`src/rtl/s20sx_pkg.sv`:
```
`timescale 1ns / 1ps

package s20sx_pkg;

    localparam logic [31:0] SIGMA_0 = 32'h61707865;
    localparam logic [31:0] SIGMA_1 = 32'h3320646e;
    localparam logic [31:0] SIGMA_2 = 32'h79622d32;
    localparam logic [31:0] SIGMA_3 = 32'h6b206574;

    localparam int ROUND_COUNT_DEF = 20;
    localparam int FIFO_DEPTH_DEF  = 2;
    localparam int CFG_IDX_W       = 3;
    localparam int CFG_DATA_W      = 64;

    typedef enum logic [CFG_IDX_W-1:0] {
        CFG_KEY_0     = 3'd0,
        CFG_KEY_1     = 3'd1,
        CFG_KEY_2     = 3'd2,
        CFG_KEY_3     = 3'd3,
        CFG_NONCE     = 3'd4,
        CFG_START_CTR = 3'd5
    } cfg_idx_t;

    typedef logic [15:0][31:0] blk_t;

    typedef struct packed {
        logic [63:0] key_0;
        logic [63:0] key_1;
        logic [63:0] key_2;
        logic [63:0] key_3;
        logic [63:0] nonce;
    } key_cfg_t;

    // One word handed from the front to the back.
    typedef struct packed {
        logic [63:0] data_word;
        logic        need_block;
        logic [31:0] block_ctr;
        logic [31:0] next_ctr;
    } job_t;

    typedef struct packed {
        logic [31:0] block_counter;
        logic [2:0]  word_position;
    } front_stat_t;

    typedef enum logic [1:0] {
        BK_IDLE,
        BK_ROUND,
        BK_FINAL,
        BK_EMIT
    } bk_state_t;

    function automatic logic [31:0] rotl32(input logic [31:0] v, input int c);
        return (v << c) | (v >> (32 - c));
    endfunction

    // Returns {d, c, b, a} after one quarter round.
    function automatic logic [3:0][31:0] quarter(input logic [31:0] a, input logic [31:0] b,
                                                 input logic [31:0] c, input logic [31:0] d);
        logic [31:0] nb;
        logic [31:0] nc;
        logic [31:0] nd;
        logic [31:0] na;
        nb = b ^ rotl32(a + d, 7);
        nc = c ^ rotl32(nb + a, 9);
        nd = d ^ rotl32(nc + nb, 13);
        na = a ^ rotl32(nd + nc, 18);
        return {nd, nc, nb, na};
    endfunction

    function automatic blk_t column_round(input blk_t s);
        blk_t            r;
        logic [3:0][31:0] q0;
        logic [3:0][31:0] q1;
        logic [3:0][31:0] q2;
        logic [3:0][31:0] q3;
        q0 = quarter(s[0], s[4], s[8], s[12]);
        q1 = quarter(s[5], s[9], s[13], s[1]);
        q2 = quarter(s[10], s[14], s[2], s[6]);
        q3 = quarter(s[15], s[3], s[7], s[11]);
        r[0]  = q0[0]; r[4]  = q0[1]; r[8]  = q0[2]; r[12] = q0[3];
        r[5]  = q1[0]; r[9]  = q1[1]; r[13] = q1[2]; r[1]  = q1[3];
        r[10] = q2[0]; r[14] = q2[1]; r[2]  = q2[2]; r[6]  = q2[3];
        r[15] = q3[0]; r[3]  = q3[1]; r[7]  = q3[2]; r[11] = q3[3];
        return r;
    endfunction

    function automatic blk_t row_round(input blk_t s);
        blk_t            r;
        logic [3:0][31:0] q0;
        logic [3:0][31:0] q1;
        logic [3:0][31:0] q2;
        logic [3:0][31:0] q3;
        q0 = quarter(s[0], s[1], s[2], s[3]);
        q1 = quarter(s[5], s[6], s[7], s[4]);
        q2 = quarter(s[10], s[11], s[8], s[9]);
        q3 = quarter(s[15], s[12], s[13], s[14]);
        r[0]  = q0[0]; r[1]  = q0[1]; r[2]  = q0[2]; r[3]  = q0[3];
        r[5]  = q1[0]; r[6]  = q1[1]; r[7]  = q1[2]; r[4]  = q1[3];
        r[10] = q2[0]; r[11] = q2[1]; r[8]  = q2[2]; r[9]  = q2[3];
        r[15] = q3[0]; r[12] = q3[1]; r[13] = q3[2]; r[14] = q3[3];
        return r;
    endfunction

    function automatic blk_t init_block(input key_cfg_t k, input logic [31:0] ctr);
        blk_t s;
        s[0]  = SIGMA_0;
        s[1]  = k.key_0[31:0];
        s[2]  = k.key_0[63:32];
        s[3]  = k.key_1[31:0];
        s[4]  = k.key_1[63:32];
        s[5]  = SIGMA_1;
        s[6]  = k.nonce[31:0];
        s[7]  = k.nonce[63:32];
        s[8]  = ctr;
        s[9]  = 32'd0;
        s[10] = SIGMA_2;
        s[11] = k.key_2[31:0];
        s[12] = k.key_2[63:32];
        s[13] = k.key_3[31:0];
        s[14] = k.key_3[63:32];
        s[15] = SIGMA_3;
        return s;
    endfunction

endpackage

```
`src/rtl/s20sx_ifs.sv`:
```
`timescale 1ns / 1ps

interface s20sx_in_if;
    logic        valid;
    logic        ready;
    logic [63:0] data_word;
    logic        start_req;
    logic        end_of_call;

    modport source (output valid, output data_word, output start_req, output end_of_call,
                    input ready);
    modport sink (input valid, input data_word, input start_req, input end_of_call,
                  output ready);
endinterface


```
`src/rtl/s20sx_front.sv`:
```
`timescale 1ns / 1ps

module s20sx_front
    import s20sx_pkg::*;
(
    input  logic        clk,
    input  logic        rst_n,
    s20sx_in_if.sink    in_ch,
    input  logic [31:0] start_counter,
    input  logic        push_ready,
    output logic        push_valid,
    output job_t        push_job,
    output front_stat_t stat
);

    logic [31:0] block_counter_reg;
    logic [31:0] block_counter_next;
    logic [2:0]  word_position_reg;
    logic [2:0]  word_position_next;
    logic [31:0] ctr_cur;
    logic [2:0]  pos_cur;
    logic        need_block;
    logic        accept;

    assign in_ch.ready = push_ready;
    assign push_valid  = in_ch.valid;
    assign accept      = in_ch.valid && push_ready;

    always_comb
    begin
        ctr_cur            = in_ch.start_req ? start_counter : block_counter_reg;
        pos_cur            = in_ch.start_req ? 3'd0 : word_position_reg;
        need_block         = (pos_cur == 3'd0);
        block_counter_next = need_block ? ctr_cur + 32'd1 : ctr_cur;
        word_position_next = in_ch.end_of_call ? 3'd0 : pos_cur + 3'd1;

        push_job.data_word  = in_ch.data_word;
        push_job.need_block = need_block;
        push_job.block_ctr  = ctr_cur;
        push_job.next_ctr   = block_counter_next;
    end

    always_ff @(posedge clk or negedge rst_n)
    begin
        if (!rst_n)
        begin
            block_counter_reg <= 32'd0;
            word_position_reg <= 3'd0;
        end
        else if (accept)
        begin
            block_counter_reg <= block_counter_next;
            word_position_reg <= word_position_next;
        end
    end

    assign stat.block_counter = block_counter_reg;
    assign stat.word_position = word_position_reg;

endmodule

```
`src/flat_wrapper.sv`:
```
// flat-port wrapper written by rule: the top's interface ports become plain ports
module s20sx_front_flat import s20sx_pkg::*;
  (clk, rst_n, start_counter, push_ready, push_valid, push_job, stat, in_ch_valid, in_ch_data_word, in_ch_start_req, in_ch_end_of_call, in_ch_ready);
  s20sx_in_if in_ch_i ();
  input  logic clk;
  input  logic rst_n;
  input  logic [31:0] start_counter;
  input  logic push_ready;
  output logic push_valid;
  output job_t push_job;
  output front_stat_t stat;
  input wire logic [$bits(in_ch_i.valid)-1:0] in_ch_valid;
  input wire logic [$bits(in_ch_i.data_word)-1:0] in_ch_data_word;
  input wire logic [$bits(in_ch_i.start_req)-1:0] in_ch_start_req;
  input wire logic [$bits(in_ch_i.end_of_call)-1:0] in_ch_end_of_call;
  output wire logic [$bits(in_ch_i.ready)-1:0] in_ch_ready;
  assign in_ch_i.valid = in_ch_valid;
  assign in_ch_i.data_word = in_ch_data_word;
  assign in_ch_i.start_req = in_ch_start_req;
  assign in_ch_i.end_of_call = in_ch_end_of_call;
  assign in_ch_ready = in_ch_i.ready;
  s20sx_front u_core (.clk(clk), .rst_n(rst_n), .in_ch(in_ch_i), .start_counter(start_counter), .push_ready(push_ready), .push_valid(push_valid), .push_job(push_job), .stat(stat));
endmodule
```
`config.mk`:
```
export PLATFORM = sky130hd
export DESIGN_NAME = s20sx_front_flat
export DESIGN_NICKNAME = d
export VERILOG_FILES = /design/src/rtl/s20sx_pkg.sv /design/src/rtl/s20sx_ifs.sv /design/src/rtl/s20sx_front.sv /design/src/flat_wrapper.sv
export SDC_FILE = /design/constraint.sdc
export NUM_CORES = 1
export LEC_CHECK = 0
export CAP_MARGIN = 20
export CORE_MARGIN = 2
export CORE_UTILIZATION = 33
export DETAILED_ROUTE_END_ITERATION = 8
export DONT_BUFFER_PORTS = 1
export PLACE_DENSITY = 0.52
export REMOVE_ABC_BUFFERS = 1
export SYNTH_ARGS = -nofsm -noshare
export SYNTH_HDL_FRONTEND = slang
export SYNTH_SLANG_ARGS = --single-unit
```
`constraint.sdc`:
```
create_clock -name clk -period 4.35 [get_ports clk]
set_input_delay 0.435 -clock clk [delete_from_list [all_inputs] [get_ports clk]]
set_output_delay 0.435 -clock clk [all_outputs]
set_load 0.01 [all_outputs]
```
==> impl_results.md <==
* Max cap viols at 0
* Top FF cell, synth: dfrtp_1
* Minimum period implied by the final worst setup slack at 3.25 ns
* Top-area cell type share of the netlist area at 25.8%
* Die Width at 105 um
* Register area share after synthesis at 25.8%
* Static Leak at 1.30 nW
* GRT Overall Usage at 25.6%
* Final setup fails at 0
* Buffers and inverters on the worst path at 1
* Tightest Pin Transition at 0.824 ns
* Htree depth at 2
* CTS Buffer Depth at 2
* TritonCTS Buffers at 5
* R2r setup slk at 1.72 ns
* Max FFs per register at 32
* Total die area at 11100 sq um
* Setup crit start kind: flip-flop
* IO Count at 268
* CTS tree: yes
* Crit-path slowest cell: dfrtp_1
* Mapped Area at 3400 sq um
* Area grow syn2layout at -6.37%
* Crit. End Element: output pin
* Synth warn at 0
* Max-slew headroom at 43.5%
* Peak supply drop at 0.000141 V
* Worst hold endpoint: u_core.word_position_reg[0]
* First-pass GRT wire length at 20300 um
* PD cells at 423 nW/um^2
* R2R cell count at 8
* Pre-CTS WS at 1.33 ns
* Post-route antenna net violation count at 0
* Req. time, crit path at 3.91 ns
* Final period util at 74.7%
* Chip height at 105 um
* Vias per cell at 5.98
* CP top delay family: simple AND/OR/NAND/NOR gates
* Initial Utilization at 33.5%
* Reg clk slew, reported paths at 0.08 ns
* Critical path class: reg -> out
* Row Count at 37
* Largest net degree at the start of global routing at 69
* Total Wirelength at 14700 um
* Syn Inst Count at 397
* Synth area leader: dfrtp_1
* Worst stage delay on the critical path at 0.44 ns
* Synth unique cells at 52
* Fmax at 0.308 GHz
* Register bit count reported by yosys at 35
* Placer Congestion at 0.847
* First-pass DRT Iterations at 4
* Avg WL per Cell at 31.6 um
* Residual DRC at 0
* Status: completed
* Tightest Hold Check Type: in -> reg
* Cts repair resizes at 0
* Antenna cells at 0
* Hold path cells at 1
* Grt total ovfl at 0
* Final TNS setup at 0 ns
* Worst path cell trace: nand2_1, ha_1, nand4bb_1, a2111oi_2, buf_4, nand3_2, or3_1, and2_1
* RSZ-0062 raised after global routing: false
* Fin util at 31.4%
* Max-slew violation count at 0
* Root Driver: clkbuf_8
* Core area at 10100 sq um
* Final setup margin at 1.10 ns
* Vias at 2789
* Hold path start: in_ch_end_of_call
* Initial DRC Count at 172
* Final clock skew at 0.00345 ns
* Initial antenna violation count at 0
* Clk_lat worst skew at 0.30 ns
* Critical Path AT at 2.81 ns
* Crit path max fanout at 7
* Number of enable flip-flop cells after synthesis at 0
* Nets at 434
* Vias in the first global route at 2667
* Post-synth ARST share at 100%
* FF-to-FF Start: u_core.word_position_reg[1]
* IO buf count at 0
* CTS Sinks at 35
* Top post-synthesis cells by area: dfrtp_1 (26%), buf_4 (15%), mux2_2 (10%)
* HPWL Detailed at 11900 um
* R2R Path End: u_core.block_counter_reg[30]
* Final hold vios at 0
* Post-Syn Area per Cell at 8.56 sq um
* Fraction of layout cells with a size suffix above 1 at 15.8%
==> report_power, final <==
| part | switching [mW] | total (mW) | internal, mW |
|---|---|---|---|
| registers | 0.154 | 0.561 | 0.407 |
| clock network | 0.141 | 0.327 | 0.186 |
| logic | 0.283 | 0.458 | 0.175 |
==> cell families after synthesis <==
group / after synthesis / share of synthesized area, %
muxes: 49 / 15.6
and+or+nand+nor: 131 / 21.0
xor gates and xnor gates: 24 / 6.19
adders and majority gates: 3 / 1.11
DFF: 35 / 25.8
buffers and inverters: 106 / 19.4
AOI/OAI and AO/OA: 49 / 10.9
==> synth_stat cells, types with 5 or more instances <==
cell      count
a21oi_1       5
and2_1        6
buf_1         5
buf_4        68
dfrtp_1      35
inv_1        24
mux2_2       31
mux2i_1      18
nand2_1      44
nand3_1      20
nand3b_1      6
nand4_1      12
nor2_1       10
nor3_1        6
o21ai_0      10
o31ai_1       6
xnor2_1      20
==> cell usage in the layout (no fill, tap or decap), types with 4 or more instances in the layout <==
cell type  Yosys  routed
clkbuf_8       0       6
nor2_1        10      10
mux2i_1       18      18
and2_1         6       6
nand2_1       44      44
nand3b_1       6       6
buf_4         68       4
mux2_2        31      31
nor3_1         6       6
nand4_1       12      12
o31ai_1        6       6
xor2_1         4       4
a21oi_1        5       5
xnor2_1       20      20
o21ai_0       10      10
nand3_1       20      20
dfrtp_1       35      35
inv_1         24      24
or4_1          4       4
nand4b_1       4       4
nor4_1         4       4
==> worst max-delay path by stage <==
stage / depth (start not counted) / slack, ns / endpoint / from
floorplan: 8 / 1.49 / push_job[28] / in_ch_start_req
global placement: 9 / 1.44 / push_job[30] / in_ch_start_req
detailed placement: 9 / 1.33 / push_job[30] / in_ch_start_req
CTS: 8 / 1.10 / push_job[30] / u_core.word_position_reg[0]
global route: 8 / 0.91 / push_job[30] / u_core.word_position_reg[0]
finish: 8 / 1.10 / push_job[30] / u_core.word_position_reg[1]
==> cell type report <==
type | count | area, sq um
Fill cell | 1065 | 6960
Multi-Input combinational cell | 256 | 1860
Sequential cell | 35 | 876
Tap cell | 136 | 170
Inverter | 25 | 93.8
Clock buffer | 6 | 82.6
Timing Repair Buffer | 6 | 60.1
Clock inverter | 2 | 35.0
==> per-stage QoR <==
stage | std cells | power [mW] | instance area [sq um] | hold WS, ns
after CTS | 466 | 1.35 | 3180 | 0.226
after detailed placement | 456 | 1.01 | 3030 | 0.141
after global placement | 456 | 1.00 | 3030 | 0.140
after floorplan | 316 | 0.897 | 2830 | 0.139
final | 466 | 1.35 | 3180 | 0.226
after global routing | 466 | 1.42 | 3180 | 0.226
==> metal layers <==
layer	vias to the layer above	global-route usage, %	wire, um
li1	1200	-	-
met1	1336	28.2	5190
met2	238	33.4	5860
met3	13	27.3	3480
met4	2	3.81	141
met5	-	8.10	62
==> worst register-to-register path, cell delays in order, from the launching register on <==
cell and delay (ns):
dfrtp_1 0.44, nand2_1 0.12, ha_1 0.24, nand4bb_1 0.23, a2111oi_2 0.41, buf_4 0.22
nand3_2 0.21, or3_1 0.44, a31o_1 0.22
==> repair_timing <==
action                    in CTS  in global routing
hold endpoints to repair      35                  0
buffers inserted               0                  0
hold buffers                   2                  0
(Power assumes the default switching activity.)
