$ cat config.mk
export PLATFORM = sky130hd
export DESIGN_NAME = s20sx_fifo
export DESIGN_NICKNAME = d
export VERILOG_FILES = /design/src/rtl/s20sx_pkg.sv /design/src/rtl/s20sx_fifo.sv
export SDC_FILE = /design/constraint.sdc
export NUM_CORES = 1
export LEC_CHECK = 0
export BUFFER_PORTS_ARGS = -buffer_cell sky130_fd_sc_hd__buf_4
export CAP_MARGIN = 20
export CORE_MARGIN = 1.5
export CORE_UTILIZATION = 52
export CTS_CLUSTER_SIZE = 40
export DETAILED_ROUTE_END_ITERATION = 16
export PLACE_DENSITY = 0.82
export SKIP_CTS_REPAIR_TIMING = 1
export SLEW_MARGIN = 30
export SYNTH_ARGS = -nofsm -noshare
export SYNTH_HDL_FRONTEND = slang
export SYNTH_SLANG_ARGS = --single-unit
$ cat constraint.sdc
create_clock -name clk -period 7.85 [get_ports clk]
set_input_delay 0 -clock clk [delete_from_list [all_inputs] [get_ports clk]]
set_output_delay 0 -clock clk [all_outputs]
set_load 0.005 [all_outputs]
$ cat src/rtl/s20sx_pkg.sv
`timescale 1ns / 1ps

package s20sx_pkg;

    localparam logic [31:0] SIGMA_0 = 32'h61707865;
    localparam logic [31:0] SIGMA_1 = 32'h3320646e;
    localparam logic [31:0] SIGMA_2 = 32'h79622d32;
    localparam logic [31:0] SIGMA_3 = 32'h6b206574;

    localparam int ROUND_COUNT_DEF = 20;
    localparam int FIFO_DEPTH_DEF  = 2;
    localparam int CFG_IDX_W       = 3;
    localparam int CFG_DATA_W      = 64;

    typedef enum logic [CFG_IDX_W-1:0] {
        CFG_KEY_0     = 3'd0,
        CFG_KEY_1     = 3'd1,
        CFG_KEY_2     = 3'd2,
        CFG_KEY_3     = 3'd3,
        CFG_NONCE     = 3'd4,
        CFG_START_CTR = 3'd5
    } cfg_idx_t;

    typedef logic [15:0][31:0] blk_t;

    typedef struct packed {
        logic [63:0] key_0;
        logic [63:0] key_1;
        logic [63:0] key_2;
        logic [63:0] key_3;
        logic [63:0] nonce;
    } key_cfg_t;

    // One word handed from the front to the back.
    typedef struct packed {
        logic [63:0] data_word;
        logic        need_block;
        logic [31:0] block_ctr;
        logic [31:0] next_ctr;
    } job_t;

    typedef struct packed {
        logic [31:0] block_counter;
        logic [2:0]  word_position;
    } front_stat_t;

    typedef enum logic [1:0] {
        BK_IDLE,
        BK_ROUND,
        BK_FINAL,
        BK_EMIT
    } bk_state_t;

    function automatic logic [31:0] rotl32(input logic [31:0] v, input int c);
        return (v << c) | (v >> (32 - c));
    endfunction

    // Returns {d, c, b, a} after one quarter round.
    function automatic logic [3:0][31:0] quarter(input logic [31:0] a, input logic [31:0] b,
                                                 input logic [31:0] c, input logic [31:0] d);
        logic [31:0] nb;
        logic [31:0] nc;
        logic [31:0] nd;
        logic [31:0] na;
        nb = b ^ rotl32(a + d, 7);
        nc = c ^ rotl32(nb + a, 9);
        nd = d ^ rotl32(nc + nb, 13);
        na = a ^ rotl32(nd + nc, 18);
        return {nd, nc, nb, na};
    endfunction

    function automatic blk_t column_round(input blk_t s);
        blk_t            r;
        logic [3:0][31:0] q0;
        logic [3:0][31:0] q1;
        logic [3:0][31:0] q2;
        logic [3:0][31:0] q3;
        q0 = quarter(s[0], s[4], s[8], s[12]);
        q1 = quarter(s[5], s[9], s[13], s[1]);
        q2 = quarter(s[10], s[14], s[2], s[6]);
        q3 = quarter(s[15], s[3], s[7], s[11]);
        r[0]  = q0[0]; r[4]  = q0[1]; r[8]  = q0[2]; r[12] = q0[3];
        r[5]  = q1[0]; r[9]  = q1[1]; r[13] = q1[2]; r[1]  = q1[3];
        r[10] = q2[0]; r[14] = q2[1]; r[2]  = q2[2]; r[6]  = q2[3];
        r[15] = q3[0]; r[3]  = q3[1]; r[7]  = q3[2]; r[11] = q3[3];
        return r;
    endfunction

    function automatic blk_t row_round(input blk_t s);
        blk_t            r;
        logic [3:0][31:0] q0;
        logic [3:0][31:0] q1;
        logic [3:0][31:0] q2;
        logic [3:0][31:0] q3;
        q0 = quarter(s[0], s[1], s[2], s[3]);
        q1 = quarter(s[5], s[6], s[7], s[4]);
        q2 = quarter(s[10], s[11], s[8], s[9]);
        q3 = quarter(s[15], s[12], s[13], s[14]);
        r[0]  = q0[0]; r[1]  = q0[1]; r[2]  = q0[2]; r[3]  = q0[3];
        r[5]  = q1[0]; r[6]  = q1[1]; r[7]  = q1[2]; r[4]  = q1[3];
        r[10] = q2[0]; r[11] = q2[1]; r[8]  = q2[2]; r[9]  = q2[3];
        r[15] = q3[0]; r[12] = q3[1]; r[13] = q3[2]; r[14] = q3[3];
        return r;
    endfunction

    function automatic blk_t init_block(input key_cfg_t k, input logic [31:0] ctr);
        blk_t s;
        s[0]  = SIGMA_0;
        s[1]  = k.key_0[31:0];
        s[2]  = k.key_0[63:32];
        s[3]  = k.key_1[31:0];
        s[4]  = k.key_1[63:32];
        s[5]  = SIGMA_1;
        s[6]  = k.nonce[31:0];
        s[7]  = k.nonce[63:32];
        s[8]  = ctr;
        s[9]  = 32'd0;
        s[10] = SIGMA_2;
        s[11] = k.key_2[31:0];
        s[12] = k.key_2[63:32];
        s[13] = k.key_3[31:0];
        s[14] = k.key_3[63:32];
        s[15] = SIGMA_3;
        return s;
    endfunction

endpackage

$ cat src/rtl/s20sx_fifo.sv
`timescale 1ns / 1ps

module s20sx_fifo
    import s20sx_pkg::*;
#(
    parameter int DEPTH = FIFO_DEPTH_DEF
)
(
    input  logic                       clk,
    input  logic                       rst_n,
    input  logic                       push_valid,
    output logic                       push_ready,
    input  job_t                       push_job,
    output logic                       pop_valid,
    input  logic                       pop_ready,
    output job_t                       pop_job,
    output logic [$clog2(DEPTH+1)-1:0] count
);

    localparam int PTR_W = (DEPTH > 1) ? $clog2(DEPTH) : 1;
    localparam int CNT_W = $clog2(DEPTH + 1);
    localparam logic [PTR_W-1:0] LAST_PTR = PTR_W'(DEPTH - 1);

    job_t             mem_reg [DEPTH];
    logic [PTR_W-1:0] wr_ptr_reg;
    logic [PTR_W-1:0] rd_ptr_reg;
    logic [CNT_W-1:0] count_reg;
    logic [CNT_W-1:0] count_next;
    logic             do_push;
    logic             do_pop;

    assign push_ready = (count_reg != CNT_W'(DEPTH));
    assign pop_valid  = (count_reg != '0);
    assign do_push    = push_valid && push_ready;
    assign do_pop     = pop_valid && pop_ready;
    assign pop_job    = mem_reg[rd_ptr_reg];
    assign count      = count_reg;

    always_comb
    begin
        count_next = count_reg;
        if (do_push && !do_pop)
            count_next = count_reg + CNT_W'(1);
        else if (do_pop && !do_push)
            count_next = count_reg - CNT_W'(1);
    end

    always_ff @(posedge clk or negedge rst_n)
    begin
        if (!rst_n)
        begin
            wr_ptr_reg <= '0;
            rd_ptr_reg <= '0;
            count_reg  <= '0;
        end
        else
        begin
            count_reg <= count_next;
            if (do_push)
                wr_ptr_reg <= (wr_ptr_reg == LAST_PTR) ? '0 : wr_ptr_reg + PTR_W'(1);
            if (do_pop)
                rd_ptr_reg <= (rd_ptr_reg == LAST_PTR) ? '0 : rd_ptr_reg + PTR_W'(1);
        end
    end

    always_ff @(posedge clk)
    begin
        if (do_push)
            mem_reg[wr_ptr_reg] <= push_job;
    end

endmodule

==> results of run 1 <==
metal layers:
metal  GRT usage [%]  vias to the layer above  routed length [um]
met1            21.3                     2640                7670
met4            6.76                        0                 609
met5               0                        -                   0
met2            29.5                      258               11000
li1                -                     2497                   -
met3            5.54                       55                1540
synthesized netlist by cell type:
master                       n  area (um^2)
sky130_fd_sc_hd__dfrtp_1     4          100
sky130_fd_sc_hd__buf_2       3         15.0
sky130_fd_sc_hd__xor2_1      2         17.5
sky130_fd_sc_hd__buf_4       1         7.51
sky130_fd_sc_hd__nand2b_1    1         6.26
sky130_fd_sc_hd__ha_1        1         12.5
sky130_fd_sc_hd__and3_1      1         6.26
sky130_fd_sc_hd__edfxtp_1  258         7750
sky130_fd_sc_hd__nor2_1      2         7.51
sky130_fd_sc_hd__buf_6      10          113
sky130_fd_sc_hd__or2_2       1         6.26
sky130_fd_sc_hd__inv_1       1         3.75
sky130_fd_sc_hd__xnor2_1     3         26.3
sky130_fd_sc_hd__mux2_2    129         1450
sky130_fd_sc_hd__nand2_1     2         7.51
path summary, 6_finish.rpt:
kind                                   end  cells after the start
setup / recovery               pop_job[73]                      3
hold / removal             mem_reg[1][107]                      2
min in group asynchronous         count[1]                      3
setup reg to reg           mem_reg[1][124]                      3
hold reg to reg                   count[1]                      1
max in group asynchronous       rd_ptr_reg                      3
cells by family after synthesis:
family                     share of synthesized area [%]
DFF                                                 82.4
buffers and inverters                               1.46
xor gates and xnor gates                           0.460
and+or+nand+nor                                    0.355
adders and majority gates                          0.131
muxes                                               15.2
final cells by class:
| cell class | instances | area [um^2] | share of cell area, % |
|---|---|---|---|
| Sequential cell | 262 | 7850 | 56.7 |
| Timing Repair Buffer | 402 | 3350 | 24.2 |
| Multi-Input combinational cell | 142 | 1560 | 11.2 |
| Clock buffer | 39 | 761 | 5.49 |
| Tap cell | 229 | 287 | 2.07 |
| Clock inverter | 6 | 50.0 | 0.361 |
| Inverter | 1 | 3.75 | 0.0271 |
power by group through the flow:
stage | Combinational [uW] | Clock [uW] | Sequential [uW]
floorplan | 736 | 0 | 2050
global route | 1450 | 1250 | 2090
CTS | 1300 | 1190 | 2060
detailed placement | 1290 | 0 | 2080
finish | 1370 | 1170 | 2060
global placement | 1270 | 0 | 2060
metrics by stage:
step	cell area [um^2]	util (%)	total power, uW	hold WS, ns	cells
after CTS	12500	69.7	4550	-0.746	948
after global routing	13900	77.1	4800	0.195	1081
after detailed placement	11700	65.2	3380	-0.199	903
after floorplan	9530	-	2780	-0.296	419
final	13900	77.1	4600	0.211	1081
after global placement	11700	65.2	3330	-0.203	903
worst max-delay path, delay by kind of cell, from the launching register on:
family	cells	cell delay, ns
flops	1	0.96
buf+inv	2	0.94
mux	1	0.45
==> results.md, run 1 <==
* Final HPWL from detailed placement at 11.2 mm
* Final clock period utilization by the worst path at 38.5%
* Commonest cells after routing, fill and taps aside: 269 x sky130_fd_sc_hd__buf_4, 258 x sky130_fd_sc_hd__edfxtp_1, 133 x sky130_fd_sc_hd__dlygate4sd3_1
* Peak fanout along the critical path at 66
* Port Buffer Count at 265
* Crit path required time at 7.85 ns
* Critical Path Sink Type: primary output
* Post-Syn Instances at 419
* Power Dens Cells at 332 nW/um^2
* Detail Route Antenna Nets at 0
* Reg2Reg Setup Slack at 5.11 ns
* Count of endpoints failing hold in the final timing report at 0
* Seq pwr share at 44.8%
* Cell area after synthesis at 9530 um^2
* Number of max-slew violations in the final report at 0
* Seq cells post-synth at 262
* Core footprint at 18,000 um^2
* Insertion delay of the later-clocked pin in the worst-skew pair at 0.51 ns
* Total wire length after detailed routing at 20.8 mm
* TritonCTS clock tree: done
* Routed via count divided by cell count at 5.04
* Final clock skew at 0.0163 ns
* Critical Path Max Stage Delay at 0.96 ns
* Crit path top cell by count: sky130_fd_sc_hd__buf_4
* Nature of the critical path startpoint: register
* Achievable clock frequency at 331 MHz
* Number of global-route vias before repair at 5,089
* P_sw at 1200 uW
* Number of unique standard cell types used by synthesis at 15
* Data arrival, critical path at 3.03 ns
* Worst setup path start: rd_ptr_reg
* Ys Warns at 0
* Classification of the worst setup path: register to primary output
* Die Y at 138 um
* Layout cell share with drive strength beyond 1 at 51.1%
* Global route total overflow at 0
* Number of setup violations in the final report at 0
* Level count of the clock H-tree at 1
* Maximum VDD drop at 0.307 mV
* Overall global routing resource usage at 17.5%
* First drt pass iteration count at 6
* Cell with the largest stage delay on the worst path: sky130_fd_sc_hd__dfrtp_4
* Average wire length per cell after detail routing at 19.3 um
* Reported leakage power at 0.00524 uW
* Worst Tran Pin Value at 0.893 ns
* Area added between synthesis and finish at 45.4%
* RSZ-0062 raised after global routing: false
* Weighted congestion at the end of routability-driven global placement at 0.759
* Largest net degree at the start of global routing at 67
* Max reg flops at 258
* Clock slew at reported path FFs at 0.06 ns
* Initial core utilization at 53.0%
* First-pass GRT wire length at 26.5 mm
* Beginning of the worst hold path: push_job[107]
* Relative slew margins at 40.5%
* Sw frac at 26.2%
* Die ar. at 19,100 um^2
* Boundary pin count at 266
* TritonCTS buffer count at 26
* CTS root buf: sky130_fd_sc_hd__clkbuf_16
* Die extent in x at 138 um
* First DRT Iteration DRCs at 226
* Number of maximum-capacitance constraint violations at 0
* Number of antenna violations at the first check in global routing at 0
* Post-Synthesis Mean Instance Area at 22.7 um^2
* Chain of cells forming the critical path: buf_4 -> mux2_2 -> buf_4
* Part of the total power dissipated in the clock network at 25.5%
* Antenna cell count at 0
* Origin of the critical flop-to-flop path: count[0]
* Sequential fraction of the synthesis area at 82.4%
* Nets@finish at 969
* Internal power of the cells at 3390 uW
* DRC viols at 0
* Syn_nets at 553
* Summed negative setup slack over all endpoints at 0 ns
* Share of power burned in combinational logic at 29.7%
* Final setup margin at 4.82 ns
* Most frequent standard cell in the layout excluding fill and tap cells: sky130_fd_sc_hd__buf_4
* Kind of path behind the tightest hold check: input port to register
* Row count at 49
* Final critical path time including I/O delays and setup at 3.03 ns
* Fill cell count at 911
* Worst setup slack after placement at 5.19 ns
* Maximum number of buffers from clock root to sink at 3
* Routed via count at 5,450
* Outcome: finished, final reports clean
* Clock sink count at 262
Note: power is estimated with default switching activity, not from simulation.
==> run 2: changes to the inputs <==
ABC_AREA = 1   (was not set)
CORE_UTILIZATION = 47   (was 52)
PLACE_DENSITY = 0.78   (was 0.82)
clock period = 2.4 ns   (was 7.85 ns; I/O delays follow)
==> run 2 against run 1 <==
Hold slack got worse by 0.0016 ns; core utilization shrank 7.3 points; clock-buffer cell count shrank 5; sequential power rose to 3.2 times the previous value; register-to-register slack got worse by 4.3 ns; first-iteration DRC count is 55% higher; via count rose by 22%; clock skew fell by 0.0060 ns; power rose to 3.4 times the previous value; setup slack lost 4.5 ns; critical path type unchanged; largest power group unchanged.
==> results.md, run 2 <==
* Outcome: finished, final reports clean (unchanged)
* Syn_nets at 837 (was 553)
* Number of maximum-capacitance constraint violations at 0 (unchanged)
* Peak fanout along the critical path at 33 (was 66)
* Reported leakage power at 0.00599 uW (was 0.00524 uW)
* Number of global-route vias before repair at 5,860 (was 5,089)
* Tightest hold margin at 0.209 ns (was 0.211 ns)
* Data arrival, critical path at 2.03 ns (was 3.03 ns)
* First DRT Iteration DRCs at 350 (was 226)
* Achievable clock frequency at 492 MHz
* Post-synthesis cell type with the largest combined area: sky130_fd_sc_hd__edfxtp_1 (unchanged)
* Antenna cell count at 0 (unchanged)
* Critical Path Max Stage Delay at 0.56 ns (was 0.96 ns)
* Fraction of synthesis flops using an asynchronous set or reset pin at 1.53% (unchanged)
* Number of setup violations in the final report at 0 (unchanged)
* Cell with the largest stage delay on the worst path: sky130_fd_sc_hd__dfrtp_4 (unchanged)
* Sequential fraction of the synthesis area at 81.5% (was 82.4%)
* Port Buffer Count at 265 (unchanged)
* Ys Warns at 0 (unchanged)
* Row count at 52 (was 49)
* Cells after DPL at 1,221 (was 903)
* Chain of cells forming the critical path: inv_4 -> buf_4 -> nand2_1 -> nand2_1 -> buf_4 (was buf_4 -> mux2_2 -> buf_4)
* Final standard cell count with taps included and fillers excluded at 1,402 (was 1,081)
* Crit path max-delay family: buffers and inverters (was flip-flops)
* Most frequently used cell type in the post-synthesis netlist: sky130_fd_sc_hd__nand2_1 (was sky130_fd_sc_hd__edfxtp_1)
* Level count of the clock H-tree at 1 (unchanged)
* Number of antenna violations at the first check in global routing at 0 (unchanged)
* Total wire length after detailed routing at 22.5 mm (was 20.8 mm)
* Area share of the largest cell type after synthesis at 80.4% (was 81.3%)
* Number of buffer and inverter stages on the critical path at 3 (was 2)
* Relative slew margins at 61.6% (was 40.5%)
* Final clock period utilization by the worst path at 84.8%
* CTS root buf: sky130_fd_sc_hd__clkbuf_16 (unchanged)
* Mux cell area share after synthesis at 0% (was 15.2%)
* Maximum number of buffers from clock root to sink at 3 (unchanged)
* TritonCTS clock tree: done (unchanged)
* Number of unique standard cell types used by synthesis at 15 (unchanged)
* Average wire length per cell after detail routing at 16.1 um (was 19.3 um)
* Cell area after synthesis at 9630 um^2 (was 9530 um^2)
* Power Dens Cells at 1110 nW/um^2 (was 332 nW/um^2)
* Area added between synthesis and finish at 46.3% (was 45.4%)
* Storage element area at 7850 um^2 (unchanged)
* Seq cells post-synth at 262 (unchanged)
* Core footprint at 20,200 um^2 (was 18,000 um^2)
* Nets@finish at 1,246 (was 969)
* Weighted congestion at the end of routability-driven global placement at 0.757 (was 0.759)
* First drt pass iteration count at 5 (was 6)
* Maximum VDD drop at 0.859 mV (was 0.307 mV)
* Detail Route Antenna Nets at 0 (unchanged)
* Combined area of the multi-input logic cells at 1570 um^2 (was 1560 um^2)
* Xor/xnor share of the synthesized area at 0.182% (was 0.460%)
* Global route total overflow at 0 (unchanged)
* Post-Synthesis Mean Instance Area at 13.7 um^2 (was 22.7 um^2)
* Count of endpoints failing hold in the final timing report at 0 (unchanged)
* Die extent in x at 146 um (was 138 um)
* Final clock skew at 0.0104 ns (was 0.0163 ns)
* Synth cell count leaders: 397 x sky130_fd_sc_hd__nand2_1, 258 x sky130_fd_sc_hd__edfxtp_1, 16 x sky130_fd_sc_hd__buf_2 (was 258 x sky130_fd_sc_hd__edfxtp_1, 129 x sky130_fd_sc_hd__mux2_2, 10 x sky130_fd_sc_hd__buf_6)
* Number of flops mapped to enable cells by yosys at 258 (unchanged)
* TritonCTS buffer count at 26 (unchanged)
* Clock sink count at 262 (unchanged)
* Nature of the critical path startpoint: register (unchanged)
* Area share of fa/ha/maj cells after synthesis at 0.130% (was 0.131%)
* Dominant combinational cell family by area after synthesis: simple AND/OR/NAND/NOR gates (was multiplexers)
* Crit path required time at 2.40 ns (was 7.85 ns)
* RSZ-0062 raised after global routing: false (unchanged)
* Critical Path Sink Type: primary output (unchanged)
* Most frequent standard cell in the layout excluding fill and tap cells: sky130_fd_sc_hd__nand2_1 (was sky130_fd_sc_hd__buf_4)
* Fill cell count at 1,274 (was 911)
* Layout cell share with drive strength beyond 1 at 28.0% (was 51.1%)
* Routed via count at 6,634 (was 5,450)
* Most common flop cell mapped by yosys: sky130_fd_sc_hd__edfxtp_1 (unchanged)
* Initial core utilization at 47.8% (was 53.0%)
* Max reg flops at 258 (unchanged)
* Simple-gate area share of the yosys netlist at 15.7% (was 0.355%)
* Clock slew at reported path FFs at 0.06 ns (about the same)
* Number of max-slew violations in the final report at 0 (unchanged)
* Reg2Reg Setup Slack at 0.83 ns (was 5.11 ns)
* Largest net degree at the start of global routing at 120 (was 67)
* Boundary pin count at 266 (unchanged)
* Complex-gate fraction of the synthesized area at 0% (unchanged)
* First-pass GRT wire length at 30.6 mm (was 26.5 mm)
* Die Y at 146 um (was 138 um)
* Overall global routing resource usage at 18.2% (was 17.5%)
* Commonest cells after routing, fill and taps aside: 395 x sky130_fd_sc_hd__nand2_1, 269 x sky130_fd_sc_hd__buf_4, 258 x sky130_fd_sc_hd__edfxtp_1 (was 269 x sky130_fd_sc_hd__buf_4, 258 x sky130_fd_sc_hd__edfxtp_1, 133 x sky130_fd_sc_hd__dlygate4sd3_1)
* Worst Tran Pin Value at 0.576 ns (was 0.893 ns)
* Post-Syn Instances at 703 (was 419)
* DRC viols at 0 (unchanged)
* Die ar. at 21,400 um^2 (was 19,100 um^2)
* Synth area leaders: sky130_fd_sc_hd__edfxtp_1 80%, sky130_fd_sc_hd__nand2_1 15%, sky130_fd_sc_hd__buf_6 1.3% (was sky130_fd_sc_hd__edfxtp_1 81%, sky130_fd_sc_hd__mux2_2 15%, sky130_fd_sc_hd__buf_6 1.2%)
* Classification of the worst setup path: register to primary output (unchanged)
* Insertion delay of the later-clocked pin in the worst-skew pair at 0.52 ns (was 0.51 ns)
* Final critical path time including I/O delays and setup at 2.03 ns
* Overall power consumption at 15,700 uW (was 4600 uW)
* Routed via count divided by cell count at 4.73 (was 5.04)
* Final HPWL from detailed placement at 13.0 mm (was 11.2 mm)
* Final core occ at 69.9% (was 77.1%)
* Kind of path behind the tightest hold check: input port to register (unchanged)
-- run 2: cell types whose count changed after synthesis, sizes merged --
cell / before / now
nand2: 2 / 397
and3: 1 / 0
nand4: 0 / 1
mux2: 129 / 0
nand3: 0 / 2
xnor2: 3 / 1
or2: 1 / 0
nand2b: 1 / 0
clkbuf: 0 / 1
inv: 1 / 7
xor2: 2 / 1
buf: 14 / 28
-- run 2: final cells by class --
type	count	area share (%)
clock buffer	34	4.98
clock inverter	14	0.648
inverter	7	0.204
multi-input combinational	405	11.2
sequential	262	55.7
tap	270	2.40
timing repair buffer	410	24.9
-- run 2: metal layers --
layer	vias up	track usage, %	routed length, um
li1	3186	-	-
met1	3126	22.6	8740
met2	285	31.1	11800
met3	37	4.97	1530
met4	0	5.86	501
met5	-	0	0
-- run 2: per-stage QoR --
stage	TNS [ns]	area (um^2)	worst slack (ns)
floorplan	-141.64	9660	-0.558
global placement	0	12000	0.869
detailed placement	0	12000	0.836
CTS	0	12800	0.344
global route	0	14100	0.239
finish	0	14100	0.366
-- run 2: path summary, 6_finish.rpt --
path | from | endpoint | depth (start not counted)
max in group asynchronous | rst_n | rd_ptr_reg | 3
worst max register to register | count[0] | mem_reg[0][77] | 5
worst min-delay path | push_job[127] | mem_reg[1][127] | 2
worst min register to register | count[0] | count[0] | 1
min in group asynchronous | rst_n | count[0] | 3
worst max-delay path | rd_ptr_reg | pop_job[41] | 5
-- run 2: logic make-up (layout without fill, tap and decap cells) --
logic type,count (synthesis),count (layout)
buffers and inverters,36,465
AND/OR/NAND/NOR,402,402
XOR/XNOR,2,2
adder cells (fa/ha/maj),1,1
flip-flops,262,262
-- run 2: report_power, final --
group	leakage [uW]	switching [uW]	internal, uW
combinational	0.00316	2960	2410
sequential	0.00245	291	6250
clock	0.000384	1610	2160
total	0.00599	4860	10800
